<file path="src/rtl/core/opuc_pkg.sv">
// ----------------------------------------------------------------------------
// Offset-point unicycle controller package
// Shared types, widths, register indexes and constant tables.
// ----------------------------------------------------------------------------
package opuc_pkg;

  localparam int FRAC_BITS         = 16;
  localparam int ANGLE_BITS        = 16;
  localparam int CORDIC_STAGES_DEF = 16;
  localparam int CORDIC_MAX        = 24;

  // Internal widths.
  localparam int EW   = 34;             // target minus relative position
  localparam int CW   = 37;             // rotator datapath with growth
  localparam int ZW   = 33;             // rotator angle accumulator
  localparam int XW   = 38;             // robot frame errors after offset
  localparam int SUMW = 39;             // offset plus forward error
  localparam int DW   = 39;             // divisor width
  localparam int NW   = 31 + FRAC_BITS; // dividend and quotient width
  localparam int QW   = 48;             // operand and product width
  localparam int GW   = 24;             // rotator gain fraction bits

  localparam logic [GW-1:0]   ROT_GAIN    = 24'd10188014;
  localparam logic [QW-2:0]   INTER_LIMIT = '1;

  localparam logic [2:0] CFG_TARGET_X        = 3'd0;
  localparam logic [2:0] CFG_TARGET_Y        = 3'd1;
  localparam logic [2:0] CFG_GAIN_LINEAR     = 3'd2;
  localparam logic [2:0] CFG_GAIN_LATERAL    = 3'd3;
  localparam logic [2:0] CFG_INVERSE_SHAPING = 3'd4;
  localparam logic [2:0] CFG_OFFSET_D        = 3'd5;

  localparam logic signed [31:0] ATAN_TAB [CORDIC_MAX] = '{
    32'sd536870912, 32'sd316933406, 32'sd167458907, 32'sd85004756,
    32'sd42667331,  32'sd21354465,  32'sd10679838,  32'sd5340245,
    32'sd2670163,   32'sd1335087,   32'sd667544,    32'sd333772,
    32'sd166886,    32'sd83443,     32'sd41722,     32'sd20861,
    32'sd10430,     32'sd5215,      32'sd2608,      32'sd1304,
    32'sd652,       32'sd326,       32'sd163,       32'sd81
  };

  typedef struct packed {
    logic signed [31:0]           pose_x;
    logic signed [31:0]           pose_y;
    logic signed [ANGLE_BITS-1:0] heading;
  } in_t;

  typedef struct packed {
    logic signed [31:0] linear_cmd;
    logic signed [31:0] angular_cmd;
  } out_t;

  typedef struct packed {
    logic signed [31:0] target_x;
    logic signed [31:0] target_y;
    logic [30:0]        gain_linear;
    logic [30:0]        gain_lateral;
    logic [30:0]        inverse_shaping;
    logic [30:0]        offset_d;
  } cfg_t;

  function automatic logic signed [31:0] sat32(input logic signed [QW:0] v);
    logic signed [31:0] r;
    if (v > (QW+1)'(32'sh7FFFFFFF)) begin
      r = 32'sh7FFFFFFF;
    end else if (v < (QW+1)'(-33'sd2147483648)) begin
      r = 32'sh80000000;
    end else begin
      r = v[31:0];
    end
    return r;
  endfunction

endpackage

</file>
<file path="src/rtl/core/opuc_front.sv">
// ----------------------------------------------------------------------------
// Front end
// Captures the origin, forms the target error and pre-rotates by a half turn
// when the rotation angle lies outside the rotator's convergence range.
// ----------------------------------------------------------------------------
module opuc_front (
  input  logic                          clk,
  input  logic                          rst_n,
  input  logic                          en,
  input  logic                          in_fire,
  input  opuc_pkg::in_t                 in_data,
  input  opuc_pkg::cfg_t                cfg,
  output logic                          v_o,
  output logic signed [opuc_pkg::CW-1:0] x_o,
  output logic signed [opuc_pkg::CW-1:0] y_o,
  output logic signed [opuc_pkg::ZW-1:0] z_o
);
  import opuc_pkg::*;

  logic                         org_v_r;
  logic signed [31:0]           org_x_r, org_y_r;
  logic                         v1_r, v2_r;
  logic signed [EW-1:0]         ex1_r, ey1_r, ex_nxt, ey_nxt;
  logic signed [ANGLE_BITS-1:0] h1_r;
  logic signed [31:0]           ox, oy;
  logic signed [32:0]           relx, rely;
  logic [31:0]                  zr, zf;
  logic                         flip;
  logic signed [CW-1:0]         x2_r, y2_r;
  logic signed [ZW-1:0]         z2_r;

  // The first sample after reset is its own origin.
  assign ox     = org_v_r ? org_x_r : in_data.pose_x;
  assign oy     = org_v_r ? org_y_r : in_data.pose_y;
  assign relx   = 33'(in_data.pose_x) - 33'(ox);
  assign rely   = 33'(in_data.pose_y) - 33'(oy);
  assign ex_nxt = EW'(cfg.target_x) - EW'(relx);
  assign ey_nxt = EW'(cfg.target_y) - EW'(rely);

  assign zr   = 32'd0 - {h1_r, {(32-ANGLE_BITS){1'b0}}};
  assign flip = zr[30] ^ zr[31];
  assign zf   = {zr[31] ^ flip, zr[30:0]};

  always_ff @(posedge clk) begin
    if (!rst_n) begin
      org_v_r <= 1'b0;
      v1_r    <= 1'b0;
      v2_r    <= 1'b0;
    end else if (en) begin
      v1_r <= in_fire;
      v2_r <= v1_r;
      if (in_fire && !org_v_r) begin
        org_v_r <= 1'b1;
      end
    end
  end

  always_ff @(posedge clk) begin
    if (en && in_fire && !org_v_r) begin
      org_x_r <= in_data.pose_x;
      org_y_r <= in_data.pose_y;
    end
    if (en) begin
      ex1_r <= ex_nxt;
      ey1_r <= ey_nxt;
      h1_r  <= in_data.heading;
      x2_r  <= flip ? -CW'(ex1_r) : CW'(ex1_r);
      y2_r  <= flip ? -CW'(ey1_r) : CW'(ey1_r);
      z2_r  <= ZW'($signed(zf));
    end
  end

  assign v_o = v2_r;
  assign x_o = x2_r;
  assign y_o = y2_r;
  assign z_o = z2_r;

endmodule

</file>
<file path="config.mk">
export PLATFORM = sky130hd
export DESIGN_NAME = opuc_front
export DESIGN_NICKNAME = d
export VERILOG_FILES = /design/src/rtl/core/opuc_pkg.sv /design/src/rtl/core/opuc_front.sv
export SDC_FILE = /design/constraint.sdc
export NUM_CORES = 1
export LEC_CHECK = 0
export BUFFER_PORTS_ARGS = -buffer_cell sky130_fd_sc_hd__buf_2
export CAP_MARGIN = 40
export CELL_PAD_IN_SITES_DETAIL_PLACEMENT = 1
export CELL_PAD_IN_SITES_GLOBAL_PLACEMENT = 1
export CORE_AREA = 2 2 200 202
export CTS_CLUSTER_SIZE = 16
export DETAILED_ROUTE_END_ITERATION = 8
export DIE_AREA = 0 0 202 204
export GPL_TIMING_DRIVEN = 0
export PLACE_DENSITY = 0.87
export SLEW_MARGIN = 20
export SYNTH_ARGS = -nofsm -noshare
export SYNTH_HDL_FRONTEND = slang
export SYNTH_SLANG_ARGS = --single-unit
export TNS_END_PERCENT = 30
</file>
<file path="constraint.sdc">
create_clock -name clk -period 7.7 [get_ports clk]
set_input_delay 0.385 -clock clk [delete_from_list [all_inputs] [get_ports clk]]
set_output_delay 0.385 -clock clk [all_outputs]
set_load 0.02 [all_outputs]
</file>
# ---- Yosys cells after proc, flatten, opt, wreduce, memory -nomap -nowiden
# Cells that the tools add are included.
dict set report totals {
  regBits 257
  latchBits 0
  mem_bits_rw 0
  rom_bits 0
  in_bits 272
  out_inout_bits 108
  memories 0
}
dict set report classes {
  addsub 7
  mul 0
  div_mod_pow 0
  n_lt_le_gt_ge 0
  eq_ne 0
  n_shift 0
  muxes 4
  bitwise_logic 2
  reduce_logical 5
}
# op n
set ops {}
lappend ops {{$mux 37} 2}
lappend ops {{$neg 34->37} 2}
lappend ops {{$sub 32x33->34} 2}
lappend ops {{$sub 32x32->33} 2}
lappend ops {{$mux 32} 2}
lappend ops {{$sub 1x32->32 const A} 1}
lappend ops {{$logic_and 1x1->1} 3}
lappend ops {{$reduce_and 2->1} 1}
lappend ops {{$xor 1x1->1} 2}
lappend ops {{$logic_not 1->1} 1}

# ---- Longest topological paths before layout
dict set report depth {
  depth_word 3
  ltp_mapped 16
  depth_no_buf 13
}

# ---- Worst setup path before layout
# Ideal clock, no wire load.
dict set report synth_path {
  kind {reg2reg}
  start {register org_v_r}
  end {register org_x_r[0], enable pin}
  t_arrival_ps 3674
  required_time_ps 7213
  slack_ps 3539
  stages_incl_launch_ff 5
  n_path_buf 3
  path_cell_list {dfxtp_1 clkbuf_1 clkbuf_1 buf_1 nor2_1}
}
dict set report synth_between {
  elab_chain_cells 2
}
# item line
set synth_rtl {}
lappend synth_rtl {{start, declared} opuc_front.sv:20} ;# logic org_v_r;
lappend synth_rtl {{start signal, assigned} opuc_front.sv:46} ;# org_v_r <= 1'b0;
lappend synth_rtl {{start signal, assigned} opuc_front.sv:53} ;# org_v_r <= 1'b1;
lappend synth_rtl {{$logic_not 1->1} opuc_front.sv:59} ;# if (en && in_fire && !org_v_r) begin
lappend synth_rtl {{$logic_and 1x1->1} opuc_front.sv:59}
lappend synth_rtl {{end signal, assigned} opuc_front.sv:60} ;# org_x_r <= in_data.pose_x;
lappend synth_rtl {{end, declared} opuc_front.sv:21} ;# logic signed [31:0] org_x_r, org_y_r;
# No other way between the ends.
# A chain may end at the register's enable or synchronous reset.

# ---- Final worst setup path
dict set report layout_path {
  start {register org_v_r}
  end {register ey1_r[30], data pin}
}
dict set report layout_between {
  elab_chain_cells 3
}
# item line
set layout_rtl {}
lappend layout_rtl {{$mux 32} opuc_front.sv:34} ;# assign oy = org_v_r ? org_y_r : in_data.pose_y;
lappend layout_rtl {{$sub 32x32->33} opuc_front.sv:36} ;# assign rely = 33'(in_data.pose_y) - 33'(oy);
lappend layout_rtl {{$sub 32x33->34} opuc_front.sv:38} ;# assign ey_nxt = EW'(cfg.target_y) - EW'(rely);
lappend layout_rtl {{named net ey_nxt[30]} opuc_front.sv:23} ;# logic signed [EW-1:0] ex1_r, ey1_r, ex_nxt, ey_nxt;
lappend layout_rtl {{end signal, assigned} opuc_front.sv:65} ;# ey1_r <= ey_nxt;
lappend layout_rtl {{end, declared} opuc_front.sv:23}
# The timed path passes the listed nets, and every way through them passes these cells.

==> reports/qor.csv <==
stage,metric,value,unit
synth,Syn. warnings,0,
clock_tree,CTS tree,done,
placement,RePlAce Congestion,0.874,
power,Comb pwr share,33.7,%
grt,initial antenna violation count,1,
outcome,outcome,"finished, final reports clean",
drt,"antenna viol nets, final",0,
synth,Yosys top cell area share,46.2,%
sta,Final Hold Slack,0.0242,ns
die,# IOs,380,
synth,Async SR Flop Fraction,0,%
synth,dominant synthesized flop cell,edfxtp_1,
min_path,Hold Path Cell Cnt,1,
synth,biggest area consumer among synthesized cells,edfxtp_1,
power,sequential share of power,38.5,%
sta,Tcrit/Tclk final,66.3,%
sta,final slew viol count,0,
power,clock power share,27.8,%
clock_tree,H-tree depth,1,
worst_setup_path,WP data arrival,5.40,ns
synth,post-synthesis cell area,15400,um2
power,Internal Pwr Total,3.39,mW
power,Worst IR Drop VDD,185,uV
worst_setup_path,Max Fanout on Critical Path,6,
worst_setup_path,CP Capture Type,register,
cells_and_area,# diodes,0,
drt,detailed-route via count,11270,
drt,Pre-antenna DRT Iters,4,
sta,Worst Tran Pin Value,0.879,ns
power,PwrDens,278,nW/um2
die,Initial Util,39.4,%
die,Core Area,39200,um2
drt,DR vias/cell,5.02,
die,row cnt,73,
drt,Iteration-0 DRC Markers,599,
grt,GRT Overall Usage,20.3,%
synth,most common cell in the netlist,edfxtp_1,
drt,WL final,42.2,mm
synth,"flops & latches, synth",240,
synth,Avg Inst Size Synth,11.2,um2
clock_tree,later-pin clock latency in the skew report,0.59,ns
worst_setup_path,classification of the worst setup path,register to register,
clock_tree,Sinks on Clock Net,240,
cells_and_area,fin nets,2102,
placement,PortBufs,239,
power,Sw Pwr,1.81,mW
sta,final setup violation count,0,
grt,largest net degree at the start of global routing,101,
grt,global-route wire length before repair,65.7,mm
cells_and_area,layout cells sized above 1,19.4,%
clock_tree,"Reg clk slew, reported paths",0.06,ns
placement,Final HPWL DP,32.7,mm
grt,grt ovf,0,
drt,DR WL/cell,18.8,um
power,Switching Share,34.9,%
sta,final worst path period need,5.10,ns
sta,RSZ-0062 raised after global routing,false,
die,Die Y,204,um
worst_setup_path,CP Launch Type,register,
sta,final hold vios,0,
placement,placed insts,2165,
sta,Max-slew headroom,40.6,%
die,Die X-Extent,202,um
clock_tree,Max Buffers Root-to-Sink,3,
power,Pwr Total,5.20,mW
die,Die ar.,41200,um2
sta,Fin Setup TNS,0,ns
cells_and_area,"Design Area, Final",18700,um2
drt,drc violations,0,
sta,clk_skew,0.0290,ns
grt,number of global-route vias before repair,11871,
synth,Synth area leaders,"edfxtp_1 46%, fa_1 8.3%, ha_1 5.8%",
synth,top post-synthesis cells by count,"237 x edfxtp_1, 221 x inv_1, 91 x xnor2_1",
power,Lkg Pwr,8.07,nW
cells_and_area,area delta synth->final,21.4,%
synth,Post-Synthesis Cells,1378,
placement,Placed Area,17500,um2
cells_and_area,fin cells,2243,
synth,register area share after synthesis,46.5,%
min_path,HP Class,input pin to register,
clock_tree,CTS buffer count,30,
synth,"Distinct cells, synth",66,
worst_setup_path,CP required,8.00,ns
clock_tree,clock root cell,clkbuf_16,
worst_setup_path,FF-to-FF path depth,15,
synth,number of synthesized flops with an enable pin,237,
sta,fmax,196,MHz
flow_run,max-cap violation count,0,
## state kept, by name (all words and copies together) (netlist names)
name     cells
org_x_r     32
org_v_r      1
ex1_r       34
y_o         37
ey1_r       34
v_o          1
x_o         37
z_o         15
v1_r         1
h1_r        16
org_y_r     32
## cell type report
cell class	instances	area (um2)
flip-flops and latches	240	7180
clock inverters	17	230
fillers	4310	20500
clock buffers	38	781
well taps	525	657
multi-input cells	877	7190
inverters	221	830
plain buffers	55	293
repair buffers	270	1570
## metal layers
| layer | up-vias | routed length, um | track usage (%) |
|---|---|---|---|
| li1 | 5419 | - | - |
| met1 | 5561 | 18800 | 27.0 |
| met2 | 235 | 20700 | 35.2 |
| met3 | 55 | 1680 | 2.65 |
| met4 | 0 | 976 | 4.75 |
| met5 | - | 0 | 0 |
## worst max-delay path, stage by stage, from the launching register on
cell and delay, ns:
dfxtp_1 0.30, clkbuf_1 0.14, clkbuf_1 0.42, buf_8 0.22, clkbuf_1 0.43, buf_6 0.22
mux2i_1 0.10, fa_1 0.50, inv_1 0.05, ha_1 0.38, and4_1 0.32, o211ai_1 0.22
and3_1 0.30, o41ai_1 0.79, a311oi_1 0.24, xnor2_1 0.20
## placed cells by master, fill, tap and decap left out, types with 5 or more instances in the layout
cell type and instances:
a21o_1 45, o41ai_1 10, inv_1 221, nand2_1 61, nor3_1 20, nand4_1 15
bufinv_16 5, nor3b_1 5, buf_4 21, nor4_1 8, conb_1 16, a211oi_1 6
a21oi_1 87, ha_1 71, o211ai_1 10, clkbuf_16 30, xnor2_1 91, nand2b_1 11
nand3_1 8, a31oi_1 8, or3_1 6, dlygate4sd3_1 21, o21ai_0 50, mux2i_1 65
buf_6 5, nor2_1 64, o21bai_1 6, buf_2 243, xor2_1 45, or4_1 8
o31ai_1 16, fa_1 64, clkinv_1 7, o21a_1 9, nor2b_1 13, edfxtp_1 237
and3_1 8, clkbuf_1 32
## final timing paths
check / startpoint / to / slack, ns
min reg2reg: v1_r / v1_r / 0.49
max reg2reg: org_v_r / ey1_r[30] / 2.60
max: org_v_r / ey1_r[30] / 2.60
min: in_data[72] / org_x_r[24] / 0.02
## through the flow
stage | worst slack (ns) | utilization, %
6_report | 2.60 | 47.8
3_3_place_gp | -0.850 | 44.2
4_1_cts | 2.49 | 47.7
2_1_floorplan | 3.54 | -
5_1_grt | 2.37 | 47.8
3_5_place_dp | 2.52 | 44.6
## cell families (layout without fill, tap and decap cells)
group | count (synthesis) | count (layout) | synth area share (%)
AOI/OAI and AO/OA | 278 | 278 | 11.8
buffers and inverters | 276 | 601 | 7.27
and+or+nand+nor | 242 | 242 | 7.89
DFF | 240 | 240 | 46.5
xor gates and xnor gates | 138 | 138 | 7.94
adders and majority gates | 135 | 135 | 14.1
muxes | 68 | 68 | 4.44
other | 1 | 16 | 0.0243
## power by group through the flow
stage | sequential, mW | clock (mW) | combinational [mW]
after global placement | 2.02 | 0 | 1.68
after floorplan | 2.11 | 0 | 1.05
after global routing | 2.03 | 1.53 | 1.94
final | 2.00 | 1.45 | 1.75
after detailed placement | 2.03 | 0 | 1.74
after CTS | 2.01 | 1.49 | 1.76
## repair_timing
action                                 CTS  global route
setup buffers                            0             0
setup endpoints to repair                0             0
hold buffers                            21             0
gates resized for setup                  0             0
endpoints found under the hold margin   21             0
No activity file was read; power rests on OpenSTA's default activity.
